<file path="src/rtl/itp_pkg.sv">
`default_nettype none

package itp_pkg;

  // Stream widths
  localparam int unsigned TDATA_W = 40;
  localparam int unsigned TUSER_W = 3;
  localparam int unsigned CODE_W  = 4;
  localparam int unsigned VALUE_W = 32;
  localparam int unsigned STAT_W  = 2;

  // Input token kinds
  typedef enum logic [2:0] {
    CMD_OPERAND = 3'd0,
    CMD_OPERATOR = 3'd1,
    CMD_OPEN = 3'd2,
    CMD_CLOSE = 3'd3,
    CMD_COMMA = 3'd4,
    CMD_END = 3'd5
  } cmd_t;

  // Operator codes of note
  localparam logic [CODE_W-1:0] OP_ADD     = 4'd0;
  localparam logic [CODE_W-1:0] OP_SUB     = 4'd1;
  localparam logic [CODE_W-1:0] OP_MUL     = 4'd2;
  localparam logic [CODE_W-1:0] OP_DIV     = 4'd3;
  localparam logic [CODE_W-1:0] OP_POW     = 4'd4;
  localparam logic [CODE_W-1:0] OP_SIN     = 4'd5;
  localparam logic [CODE_W-1:0] OP_COS     = 4'd6;
  localparam logic [CODE_W-1:0] OP_TAN     = 4'd7;
  localparam logic [CODE_W-1:0] OP_SQRT    = 4'd8;
  localparam logic [CODE_W-1:0] OP_LAST    = OP_SQRT;
  localparam logic [CODE_W-1:0] OPEN_MARK  = 4'hF;

  // Result status codes
  localparam logic [STAT_W-1:0] ST_OK       = 2'd0;
  localparam logic [STAT_W-1:0] ST_OVERFLOW = 2'd1;
  localparam logic [STAT_W-1:0] ST_UNBAL    = 2'd2;

  // Kind of result item
  typedef enum logic [1:0] {
    K_OPERAND,
    K_OPERATOR,
    K_STATUS
  } kind_t;

  // Controller states
  typedef enum logic [2:0] {
    S_IDLE,
    S_OPND,
    S_OPER,
    S_OPEN,
    S_CLOSE,
    S_SQRT,
    S_ENDCHK
  } state_t;

  // Stack commands and status
  typedef struct packed {
    logic load;
    logic push_op;
    logic push_open;
    logic pop;
    logic rearm;
  } stk_cmd_t;

  typedef struct packed {
    logic              empty;
    logic              full;
    logic              top_open;
    logic              top_sqrt;
    logic              pop_ok;
    logic [CODE_W-1:0] top_code;
  } stk_stat_t;

  // Output stage commands and status
  typedef struct packed {
    logic              load;
    logic              emit;
    kind_t             kind;
    logic [STAT_W-1:0] status;
    logic              flush;
  } em_cmd_t;

  typedef struct packed {
    logic hold_valid;
    logic out_free;
    logic can_emit;
  } em_stat_t;

  // Precedence; brackets and unused codes rank lowest
  function automatic logic [2:0] prec_of(input logic [CODE_W-1:0] code);
    logic [2:0] p;
    case (code)
      OP_ADD, OP_SUB: p = 3'd1;
      OP_MUL, OP_DIV: p = 3'd2;
      OP_POW:         p = 3'd3;
      OP_SIN, OP_COS, OP_TAN, OP_SQRT: p = 3'd4;
      default:        p = 3'd0;
    endcase
    return p;
  endfunction

endpackage

`default_nettype wire

</file>
<file path="src/rtl/itp_stack.sv">
`default_nettype none

module itp_stack #(
  parameter int unsigned STACK_DEPTH = 16
) (
  input  wire logic                      clk,
  input  wire logic                      rst_n,
  input  wire itp_pkg::stk_cmd_t         cmd,
  input  wire logic [itp_pkg::CODE_W-1:0] in_code,
  output itp_pkg::stk_stat_t             stat
);
  import itp_pkg::*;

  localparam int unsigned CW = $clog2(STACK_DEPTH + 1);
  localparam int unsigned AW = $clog2(STACK_DEPTH);

  logic [CODE_W-1:0] mem [STACK_DEPTH];
  logic [CW-1:0]     count_r, count_nxt;
  logic [CODE_W-1:0] top_r;
  logic [CODE_W-1:0] code_r;
  logic [CW-1:0]     top_idx;

  logic              rearm_eff;
  logic              wr_en;
  logic [AW-1:0]     wr_addr;
  logic [CODE_W-1:0] wr_data;
  logic [AW-1:0]     rd_addr;

  // Next depth; reset behaves as a re-arm
  assign rearm_eff = cmd.rearm | ~rst_n;

  always_comb begin
    if (rearm_eff) begin
      count_nxt = CW'(1);
    end else if (cmd.push_op || cmd.push_open) begin
      count_nxt = count_r + CW'(1);
    end else if (cmd.pop) begin
      count_nxt = count_r - CW'(1);
    end else begin
      count_nxt = count_r;
    end
  end

  // Write port: push at depth, re-arm puts the sentinel at the bottom
  assign wr_en   = cmd.push_op | cmd.push_open | rearm_eff;
  assign wr_addr = rearm_eff ? '0 : count_r[AW-1:0];
  assign wr_data = (cmd.push_op && !rearm_eff) ? code_r : OPEN_MARK;

  // Read port follows the next top of stack
  assign top_idx = count_nxt - CW'(1);
  assign rd_addr = (count_nxt == '0) ? '0 : top_idx[AW-1:0];

  always_ff @(posedge clk) begin
    if (wr_en) begin
      mem[wr_addr] <= wr_data;
    end
    if (wr_en && (wr_addr == rd_addr)) begin
      top_r <= wr_data;
    end else begin
      top_r <= mem[rd_addr];
    end
  end

  always_ff @(posedge clk) begin
    if (!rst_n) begin
      count_r <= CW'(1);
    end else begin
      count_r <= count_nxt;
    end
  end

  // Operator code of the item in hand
  always_ff @(posedge clk) begin
    if (cmd.load) begin
      code_r <= in_code;
    end
  end

  // Status towards the controller
  always_comb begin
    stat.empty    = (count_r == '0);
    stat.full     = (count_r == CW'(STACK_DEPTH));
    stat.top_open = (top_r == OPEN_MARK);
    stat.top_sqrt = (top_r == OP_SQRT);
    stat.pop_ok   = (count_r != '0) && (prec_of(code_r) <= prec_of(top_r));
    stat.top_code = top_r;
  end

endmodule

`default_nettype wire

</file>
<file path="src/rtl/itp_emit.sv">
`default_nettype none

module itp_emit (
  input  wire logic                        clk,
  input  wire logic                        rst_n,
  input  wire itp_pkg::em_cmd_t            cmd,
  input  wire logic [itp_pkg::CODE_W-1:0]  op_code,
  input  wire logic [itp_pkg::VALUE_W-1:0] in_value,
  input  wire logic                        out_ready,
  output logic                             out_valid,
  output logic                             out_is_operand,
  output logic [itp_pkg::CODE_W-1:0]       out_code,
  output logic [itp_pkg::VALUE_W-1:0]      out_value,
  output logic [itp_pkg::STAT_W-1:0]       out_status,
  output logic                             out_last,
  output itp_pkg::em_stat_t                stat
);
  import itp_pkg::*;

  logic [VALUE_W-1:0] value_r;

  // Held result: sent once it is known whether another follows
  logic               hold_valid_r;
  logic               hold_opnd_r;
  logic [CODE_W-1:0]  hold_code_r;
  logic [VALUE_W-1:0] hold_value_r;
  logic [STAT_W-1:0]  hold_status_r;

  logic               out_valid_r;
  logic               out_opnd_r;
  logic [CODE_W-1:0]  out_code_r;
  logic [VALUE_W-1:0] out_value_r;
  logic [STAT_W-1:0]  out_status_r;
  logic               out_last_r;

  logic               out_free;
  logic               new_opnd;
  logic [CODE_W-1:0]  new_code;
  logic [VALUE_W-1:0] new_value;
  logic               move;

  assign out_free  = ~out_valid_r | out_ready;
  assign new_opnd  = (cmd.kind == K_OPERAND);
  assign new_code  = (cmd.kind == K_OPERATOR) ? op_code : '0;
  assign new_value = new_opnd ? value_r : '0;
  // Held result moves on when displaced or flushed
  assign move      = (cmd.emit && hold_valid_r) || cmd.flush;

  always_ff @(posedge clk) begin
    if (cmd.load) begin
      value_r <= in_value;
    end
  end

  // Hold stage
  always_ff @(posedge clk) begin
    if (!rst_n) begin
      hold_valid_r <= 1'b0;
    end else if (cmd.emit) begin
      hold_valid_r <= 1'b1;
    end else if (cmd.flush) begin
      hold_valid_r <= 1'b0;
    end
  end

  always_ff @(posedge clk) begin
    if (cmd.emit) begin
      hold_opnd_r   <= new_opnd;
      hold_code_r   <= new_code;
      hold_value_r  <= new_value;
      hold_status_r <= (cmd.kind == K_STATUS) ? cmd.status : ST_OK;
    end
  end

  // Output register
  always_ff @(posedge clk) begin
    if (!rst_n) begin
      out_valid_r <= 1'b0;
    end else if (move) begin
      out_valid_r <= 1'b1;
    end else if (out_ready) begin
      out_valid_r <= 1'b0;
    end
  end

  always_ff @(posedge clk) begin
    if (move) begin
      out_opnd_r   <= hold_opnd_r;
      out_code_r   <= hold_code_r;
      out_value_r  <= hold_value_r;
      out_status_r <= hold_status_r;
      out_last_r   <= cmd.flush;
    end
  end

  assign out_valid      = out_valid_r;
  assign out_is_operand = out_opnd_r;
  assign out_code       = out_code_r;
  assign out_value      = out_value_r;
  assign out_status     = out_status_r;
  assign out_last       = out_last_r;

  always_comb begin
    stat.hold_valid = hold_valid_r;
    stat.out_free   = out_free;
    stat.can_emit   = ~hold_valid_r | out_free;
  end

endmodule

`default_nettype wire

</file>
<file path="src/rtl/itp_ctrl.sv">
`default_nettype none

module itp_ctrl (
  input  wire logic                       clk,
  input  wire logic                       rst_n,
  input  wire logic                       in_valid,
  input  wire logic [2:0]                 in_command,
  input  wire logic [itp_pkg::CODE_W-1:0] in_code,
  output logic                            in_ready,
  input  wire itp_pkg::stk_stat_t         stk_stat,
  input  wire itp_pkg::em_stat_t          em_stat,
  output itp_pkg::stk_cmd_t               stk_cmd,
  output itp_pkg::em_cmd_t                em_cmd
);
  import itp_pkg::*;

  state_t state_r, state_nxt;
  logic   is_end_r, is_end_nxt;
  logic   go;
  logic   accept;

  always_ff @(posedge clk) begin
    if (!rst_n) begin
      state_r  <= S_IDLE;
      is_end_r <= 1'b0;
    end else begin
      state_r  <= state_nxt;
      is_end_r <= is_end_nxt;
    end
  end

  assign go = em_stat.can_emit;

  always_comb begin
    state_nxt  = state_r;
    is_end_nxt = is_end_r;
    in_ready   = 1'b0;
    accept     = 1'b0;
    stk_cmd    = '0;
    em_cmd     = '0;
    em_cmd.kind   = K_OPERATOR;
    em_cmd.status = ST_OK;

    case (state_r)
      S_IDLE: begin
        // Send the held result as last, and take the next item meanwhile
        in_ready     = ~em_stat.hold_valid | em_stat.out_free;
        em_cmd.flush = em_stat.hold_valid & em_stat.out_free;
        accept       = in_valid & in_ready;
        if (accept) begin
          stk_cmd.load = 1'b1;
          em_cmd.load  = 1'b1;
          case (cmd_t'(in_command))
            CMD_OPERAND: state_nxt = S_OPND;
            CMD_OPERATOR: begin
              if (in_code <= OP_LAST) begin
                state_nxt = S_OPER;
              end
            end
            CMD_OPEN: state_nxt = S_OPEN;
            CMD_CLOSE: begin
              state_nxt  = S_CLOSE;
              is_end_nxt = 1'b0;
            end
            CMD_END: begin
              state_nxt  = S_CLOSE;
              is_end_nxt = 1'b1;
            end
            default: state_nxt = S_IDLE;
          endcase
        end
      end

      S_OPND: begin
        if (go) begin
          em_cmd.emit = 1'b1;
          em_cmd.kind = K_OPERAND;
          state_nxt   = S_IDLE;
        end
      end

      // Pop operators of equal or higher rank, then push; a full stack reports overflow
      S_OPER: begin
        if (stk_stat.pop_ok) begin
          if (go) begin
            stk_cmd.pop = 1'b1;
            em_cmd.emit = 1'b1;
          end
        end else if (stk_stat.full) begin
          if (go) begin
            em_cmd.emit   = 1'b1;
            em_cmd.kind   = K_STATUS;
            em_cmd.status = ST_OVERFLOW;
            state_nxt     = S_IDLE;
          end
        end else begin
          stk_cmd.push_op = 1'b1;
          state_nxt       = S_IDLE;
        end
      end

      S_OPEN: begin
        if (stk_stat.full) begin
          if (go) begin
            em_cmd.emit   = 1'b1;
            em_cmd.kind   = K_STATUS;
            em_cmd.status = ST_OVERFLOW;
            state_nxt     = S_IDLE;
          end
        end else begin
          stk_cmd.push_open = 1'b1;
          state_nxt         = S_IDLE;
        end
      end

      // Pop down to the open bracket; none found is unbalanced
      S_CLOSE: begin
        if (!stk_stat.empty && !stk_stat.top_open) begin
          if (go) begin
            stk_cmd.pop = 1'b1;
            em_cmd.emit = 1'b1;
          end
        end else if (stk_stat.empty) begin
          if (go) begin
            em_cmd.emit   = 1'b1;
            em_cmd.kind   = K_STATUS;
            em_cmd.status = ST_UNBAL;
            stk_cmd.rearm = is_end_r;
            state_nxt     = S_IDLE;
          end
        end else begin
          stk_cmd.pop = 1'b1;
          state_nxt   = S_SQRT;
        end
      end

      // A sqrt just beneath the bracket goes with it
      S_SQRT: begin
        if (!stk_stat.empty && stk_stat.top_sqrt) begin
          if (go) begin
            stk_cmd.pop = 1'b1;
            em_cmd.emit = 1'b1;
            state_nxt   = is_end_r ? S_ENDCHK : S_IDLE;
          end
        end else begin
          state_nxt = is_end_r ? S_ENDCHK : S_IDLE;
        end
      end

      // End token: leftover entries mean open brackets remain
      S_ENDCHK: begin
        if (!stk_stat.empty) begin
          if (go) begin
            em_cmd.emit   = 1'b1;
            em_cmd.kind   = K_STATUS;
            em_cmd.status = ST_UNBAL;
            stk_cmd.rearm = 1'b1;
            state_nxt     = S_IDLE;
          end
        end else begin
          stk_cmd.rearm = 1'b1;
          state_nxt     = S_IDLE;
        end
      end

      default: state_nxt = S_IDLE;
    endcase
  end

endmodule

`default_nettype wire

</file>
<file path="src/rtl/infix_to_postfix_converter.sv">
// Infix to postfix token converter.
// Input stream: one infix token per item. in_tuser carries the token kind
// (operand, operator, open, close, comma, end); in_tdata carries the operator
// code and the operand handle. Output stream: one postfix token or status
// report per item, with out_tlast on the final item that a token causes.
// A comma or an ignored token is dropped as it is taken. An operand is
// sent on, an open bracket pushed; an operator first pops every operator
// of equal or higher rank, one stack read per pop, then is pushed. A close
// bracket pops down to its bracket, then does the bracket drop and the
// sqrt check; end adds the end check. No new token is taken until a
// token's steps are done. Results wait one stage so that tlast can be set:
// a result reaches the output register when the next one of its token is
// made, the last one from the idle state after the token's final step once
// the output register is free. A full stack drops the push and reports
// overflow; a missing or leftover bracket reports unbalanced, and end
// re-arms the stack. Reset leaves the stack with the bottom open bracket
// alone and both streams empty. A stalled receiver holds the output
// register and the held result; the block then stops and takes no new
// token until room returns.
`default_nettype none

module infix_to_postfix_converter #(
  parameter int unsigned STACK_DEPTH = 16
) (
  input  wire logic                        clk,
  input  wire logic                        rst_n,
  input  wire logic                        in_tvalid,
  output logic                             in_tready,
  // [3:0] op_code, [35:4] operand_value, [39:36] zero
  input  wire logic [itp_pkg::TDATA_W-1:0] in_tdata,
  // [2:0] command
  input  wire logic [itp_pkg::TUSER_W-1:0] in_tuser,
  output logic                             out_tvalid,
  input  wire logic                        out_tready,
  // [3:0] out_op_code, [35:4] out_value, [39:36] zero
  output logic [itp_pkg::TDATA_W-1:0]      out_tdata,
  // [0] is_operand, [2:1] status
  output logic [itp_pkg::TUSER_W-1:0]      out_tuser,
  output logic                             out_tlast
);
  import itp_pkg::*;

  stk_cmd_t  stk_cmd;
  stk_stat_t stk_stat;
  em_cmd_t   em_cmd;
  em_stat_t  em_stat;

  logic               o_opnd;
  logic [CODE_W-1:0]  o_code;
  logic [VALUE_W-1:0] o_value;
  logic [STAT_W-1:0]  o_status;

  itp_ctrl u_ctrl (
    .clk        (clk),
    .rst_n      (rst_n),
    .in_valid   (in_tvalid),
    .in_command (in_tuser),
    .in_code    (in_tdata[CODE_W-1:0]),
    .in_ready   (in_tready),
    .stk_stat   (stk_stat),
    .em_stat    (em_stat),
    .stk_cmd    (stk_cmd),
    .em_cmd     (em_cmd)
  );

  itp_stack #(
    .STACK_DEPTH (STACK_DEPTH)
  ) u_stack (
    .clk     (clk),
    .rst_n   (rst_n),
    .cmd     (stk_cmd),
    .in_code (in_tdata[CODE_W-1:0]),
    .stat    (stk_stat)
  );

  itp_emit u_emit (
    .clk            (clk),
    .rst_n          (rst_n),
    .cmd            (em_cmd),
    .op_code        (stk_stat.top_code),
    .in_value       (in_tdata[CODE_W+VALUE_W-1:CODE_W]),
    .out_ready      (out_tready),
    .out_valid      (out_tvalid),
    .out_is_operand (o_opnd),
    .out_code       (o_code),
    .out_value      (o_value),
    .out_status     (o_status),
    .out_last       (out_tlast),
    .stat           (em_stat)
  );

  // Pack result fields
  assign out_tdata = {{(TDATA_W - CODE_W - VALUE_W){1'b0}}, o_value, o_code};
  assign out_tuser = {o_status, o_opnd};

`ifndef SYNTHESIS
  // No push onto a full stack
  a_no_push_full: assert property (@(posedge clk) disable iff (!rst_n)
    stk_stat.full |-> !(stk_cmd.push_op || stk_cmd.push_open))
    else $error("push onto full operator stack");

  // A new result never overruns a held one that cannot move on
  a_emit_room: assert property (@(posedge clk) disable iff (!rst_n)
    em_cmd.emit |-> em_stat.can_emit)
    else $error("result emitted with no room");

  // Flushing only sends a real held result
  a_flush_held: assert property (@(posedge clk) disable iff (!rst_n)
    em_cmd.flush |-> (em_stat.hold_valid && em_stat.out_free))
    else $error("flush without held result");

  // After a flush the output carries a last item
  a_flush_last: assert property (@(posedge clk) disable iff (!rst_n)
    em_cmd.flush |=> (out_tvalid && out_tlast))
    else $error("flushed result not marked last");
`endif

endmodule

`default_nettype wire
</file>
<file path="config.mk">
export PLATFORM = sky130hd
export DESIGN_NAME = infix_to_postfix_converter
export DESIGN_NICKNAME = d
export VERILOG_FILES = /design/src/rtl/itp_pkg.sv /design/src/rtl/itp_stack.sv /design/src/rtl/itp_emit.sv /design/src/rtl/itp_ctrl.sv /design/src/rtl/infix_to_postfix_converter.sv
export SDC_FILE = /design/constraint.sdc
export NUM_CORES = 1
export LEC_CHECK = 0
export ABC_AREA = 1
export BUFFER_PORTS_ARGS = -buffer_cell sky130_fd_sc_hd__buf_2
export CORE_MARGIN = 3
export CORE_UTILIZATION = 58
export DETAILED_ROUTE_END_ITERATION = 16
export PLACE_DENSITY = 0.79
export SLEW_MARGIN = 20
export SYNTH_ARGS = -nofsm -noshare
export SYNTH_HDL_FRONTEND = slang
export SYNTH_HIERARCHICAL = 1
export SYNTH_SLANG_ARGS = --single-unit
</file>
<file path="constraint.sdc">
create_clock -name clk -period 5.6 [get_ports clk]
set_clock_uncertainty 0.1 [all_clocks]
set_input_delay 0.84 -clock clk [delete_from_list [all_inputs] [get_ports clk]]
set_output_delay 0.84 -clock clk [all_outputs]
set_load 0.05 [all_outputs]
</file>
==> metrics.yaml <==
outcome:
  status: "completed"
yosys:
  synth_compound_area_share_pct: 2.899
  yosys_warnings: 6
  netlist_area_um2: 8285
  ys_seq_area_share_pct: 69.22
  synth_top_family_by_area: "simple AND/OR/NAND/NOR gates"
  synth.area.mux_share_pct: 0
  synth-xor-area-share_pct: 0.2114
  yosys.area_share.simple_pct: 18.71
  synth_top_cell_by_area: "edfxtp_1"
  synthTopCellsByArea: "edfxtp_1, nand2_1, inv_1"
  avgSynthCellArea_um2: 11.38
  ys_types: 35
  synth-adder-area-share_pct: 1.208
  ys_ff_latch: 197
  yosysTopAreaCellShare_pct: 64.87
  netlist_instances: 728
pwr:
  peakVddDrop_mv: 0.3620
  p_leak_uw: 0.003842
  p_per_area_nw_per_um2: 579.9
global_route:
  grt_antenna_before_repair: 0
  grt_overflow: 0
  grt_start_max_net_pins: 42
  grt_usage_pct: 20.18
  grt_pass1_wl_um: 25000
  grt_pass1_vias: 5179
setup_path:
  critical_path.top_delay_family: "simple AND/OR/NAND/NOR gates"
  worstPathMaxFanout: 19
  reg2reg_depth: 23
  endpoint_kind: "register"
  crit_path_cell_trace: "inv_2, nand3_1, nand3_1, nand3_1, nand2_1, nor2_1, nand2_1, nand2_1, nand2_1, ha_1, a21oi_1, o21ai_0, a21oi_1, nand3_2, o221ai_1, inv_1, nand2_1, o21ai_0, a22oi_1, ha_1, nand3_1, nor2_4, nor2_1"
  max_stage_delay_ps: 660
  rrSetupSlack_ps: 980
  cp.depth: 23
  worstPathRequired_ps: 5820
  start_kind: "register"
  cp_slowest_cell: "dfxtp_1"
  cp.arrival_ps: 4840
  critPathBufInv: 2
  crit_type: "reg2reg"
  crit_top_cell: "nand2_1"
cts:
  cts_root_buffer: "clkbuf_16"
  cts_tree: "yes"
  cts-buffers-inserted: 17
  cts.repair.resized: 0
  clock_sinks: 197
  clock_latency_ps: 430
  ctsHoldBuffers: 0
  post_cts_buffers: 0
  cts.reportedPaths.clkPinSlew_ps: 70
  clk_path_buf_depth: 2
  htree_levels: 4
die:
  dieArea_um2: 15760
  num_rows: 43
  start_util_pct: 59.46
  core_um2: 13930
  io-pin-count: 93
  chipHeight_um: 125.5
  die_w_um: 125.5
timing:
  slew_violations: 0
  finalHoldViolations: 0
  fin_ws_ps: 981.7
  worstMarginPinSlew_ps: 770.3
  fin_crit_ps: 4618
  relSlewSlack_pct: 48.10
  finalSetupViolCount: 0
  tns_ps: 0
  fmax_mhz: 216.5
  fin_crit_sh_pct: 82.47
  rsz0062_at_grt: "no"
cells_and_area:
  n_antenna_cell: 0
  post-route-util_pct: 67.44
  final_cells: 1010
  layout_commonest_cell: "edfxtp_1"
  layout_common_cells: "edfxtp_1, nand2_1, inv_1"
  drive_gt1_share_pct: 21.57
  fin_nets: 872
  nFillCells: 972
  stdcell_area_um2: 9398
  area_growth_pct: 13.42
route:
  vias: 5261
  drc_errors: 0
  antenna_left: 0
  wl_per_cell_um: 15.09
  dr.pass1.iters: 5
  via_per_inst: 5.209
  wl_um: 15240
  first_iter_violations: 440
run:
  maxCapViolCount: 0
worst_hold_path:
  hold_start: "u_emit/hold_opnd_r"
  holdCritPathClass: "reg2reg"
  whs_path_depth: 0
  hold_path_end: "u_emit/out_is_operand"
place:
  hpwlAfterDp_um: 10500
  place_ws_ps: 1109
  port_buffers: 84
  place_congestion: 0.8712
  placed_cell_area_um2: 8826
  place_inst: 978
[through the flow]
stage          hold slack, ps  total power (uW)
2_1_floorplan           300.3              3888
3_3_place_gp            300.9              4216
3_5_place_dp            304.5              4325
4_1_cts                 315.5              5486
5_1_grt                 319.4              5764
6_report                315.9              5450
[cell type report]
cell class | instances | area (um^2) | share of cell area, %
Clock inverter | 13 | 138.9 | 1.478
Tap cell | 180 | 225.2 | 2.396
Clock buffer | 19 | 432.9 | 4.607
Multi-Input combinational cell | 395 | 1948 | 20.73
Timing Repair Buffer | 90 | 478.0 | 5.086
Inverter | 116 | 439.2 | 4.673
Sequential cell | 197 | 5736 | 61.03
[power breakdown]
part | total (uW) | leakage, uW | switching [uW] | internal, uW
registers | 2350 | 0.00185 | 138 | 2220
clock network | 1150 | 0.000275 | 527 | 628
logic | 1940 | 0.00172 | 1480 | 459
[layer usage]
metal  up-vias  GRT usage [%]  wire length, um
met5         -              0                0
met4         0          7.526              263
met3        20          5.083              927
met2       185          33.35             7549
met1      2473          26.00             6503
li1       2583              -                -
[how the worst max path moves through the flow]
stage | from | endpoint | slack (ps)
2_1_floorplan | register | u_emit/out_code[0] | 620
6_report | register | register | 980
3_3_place_gp | register | register | 1280
3_5_place_dp | register | register | 1110
4_1_cts | register | register | 1060
5_1_grt | register | register | 550
[synthesized netlist by cell type (all sizes together)]
master,n
buf,23
nand4,9
conb,1
inv,115
edfxtp,179
nor2,114
nand3,66
a22oi,1
clkinv,1
a21boi,1
nand2,135
o2111ai,1
a21oi,14
a211oi,2
or2,2
o21ai,20
dfxtp,18
nor3b,2
o211ai,3
ha,8
o221ai,1
xor2,1
xnor2,1
nor3,10
[flip-flops by register name, indices dropped and copies added (netlist names), named ones only]
signal                 count
u_ctrl/is_end_r            1
u_ctrl/state_r             3
u_emit/hold_code_r         4
u_emit/hold_opnd_r         1
u_emit/hold_status_r       2
u_emit/hold_valid_r        1
u_emit/hold_value_r       32
u_emit/out_code            4
u_emit/out_is_operand      1
u_emit/out_last            1
u_emit/out_status          2
u_emit/out_valid           1
u_emit/out_value          32
u_emit/value_r            32
u_stack/code_r             4
u_stack/count_r            5
u_stack/mem               64
[cells by family after synthesis]
kind of cell | after synthesis
xor+xnor | 2
flops | 197
other cells | 1
buf+inv | 139
compound gates | 43
fa+ha+maj | 8
simple gates | 338
[worst register-to-register path, cell delays in order (launching register included)]
cell      delay, ps
dfxtp_1         660
inv_2           290
nand3_1         170
nand3_1         110
nand3_1         120
nand2_1         140
nor2_1          120
nand2_1          80
nand2_1          80
nand2_1          60
ha_1            310
a21oi_1         130
o21ai_0         110
a21oi_1         330
nand3_2         150
o221ai_1        390
inv_1           140
nand2_1          80
o21ai_0          70
a22oi_1         320
ha_1            230
nand3_1         130
nor2_4          140
nor2_1           60
Power figures use the tool's default switching activity.
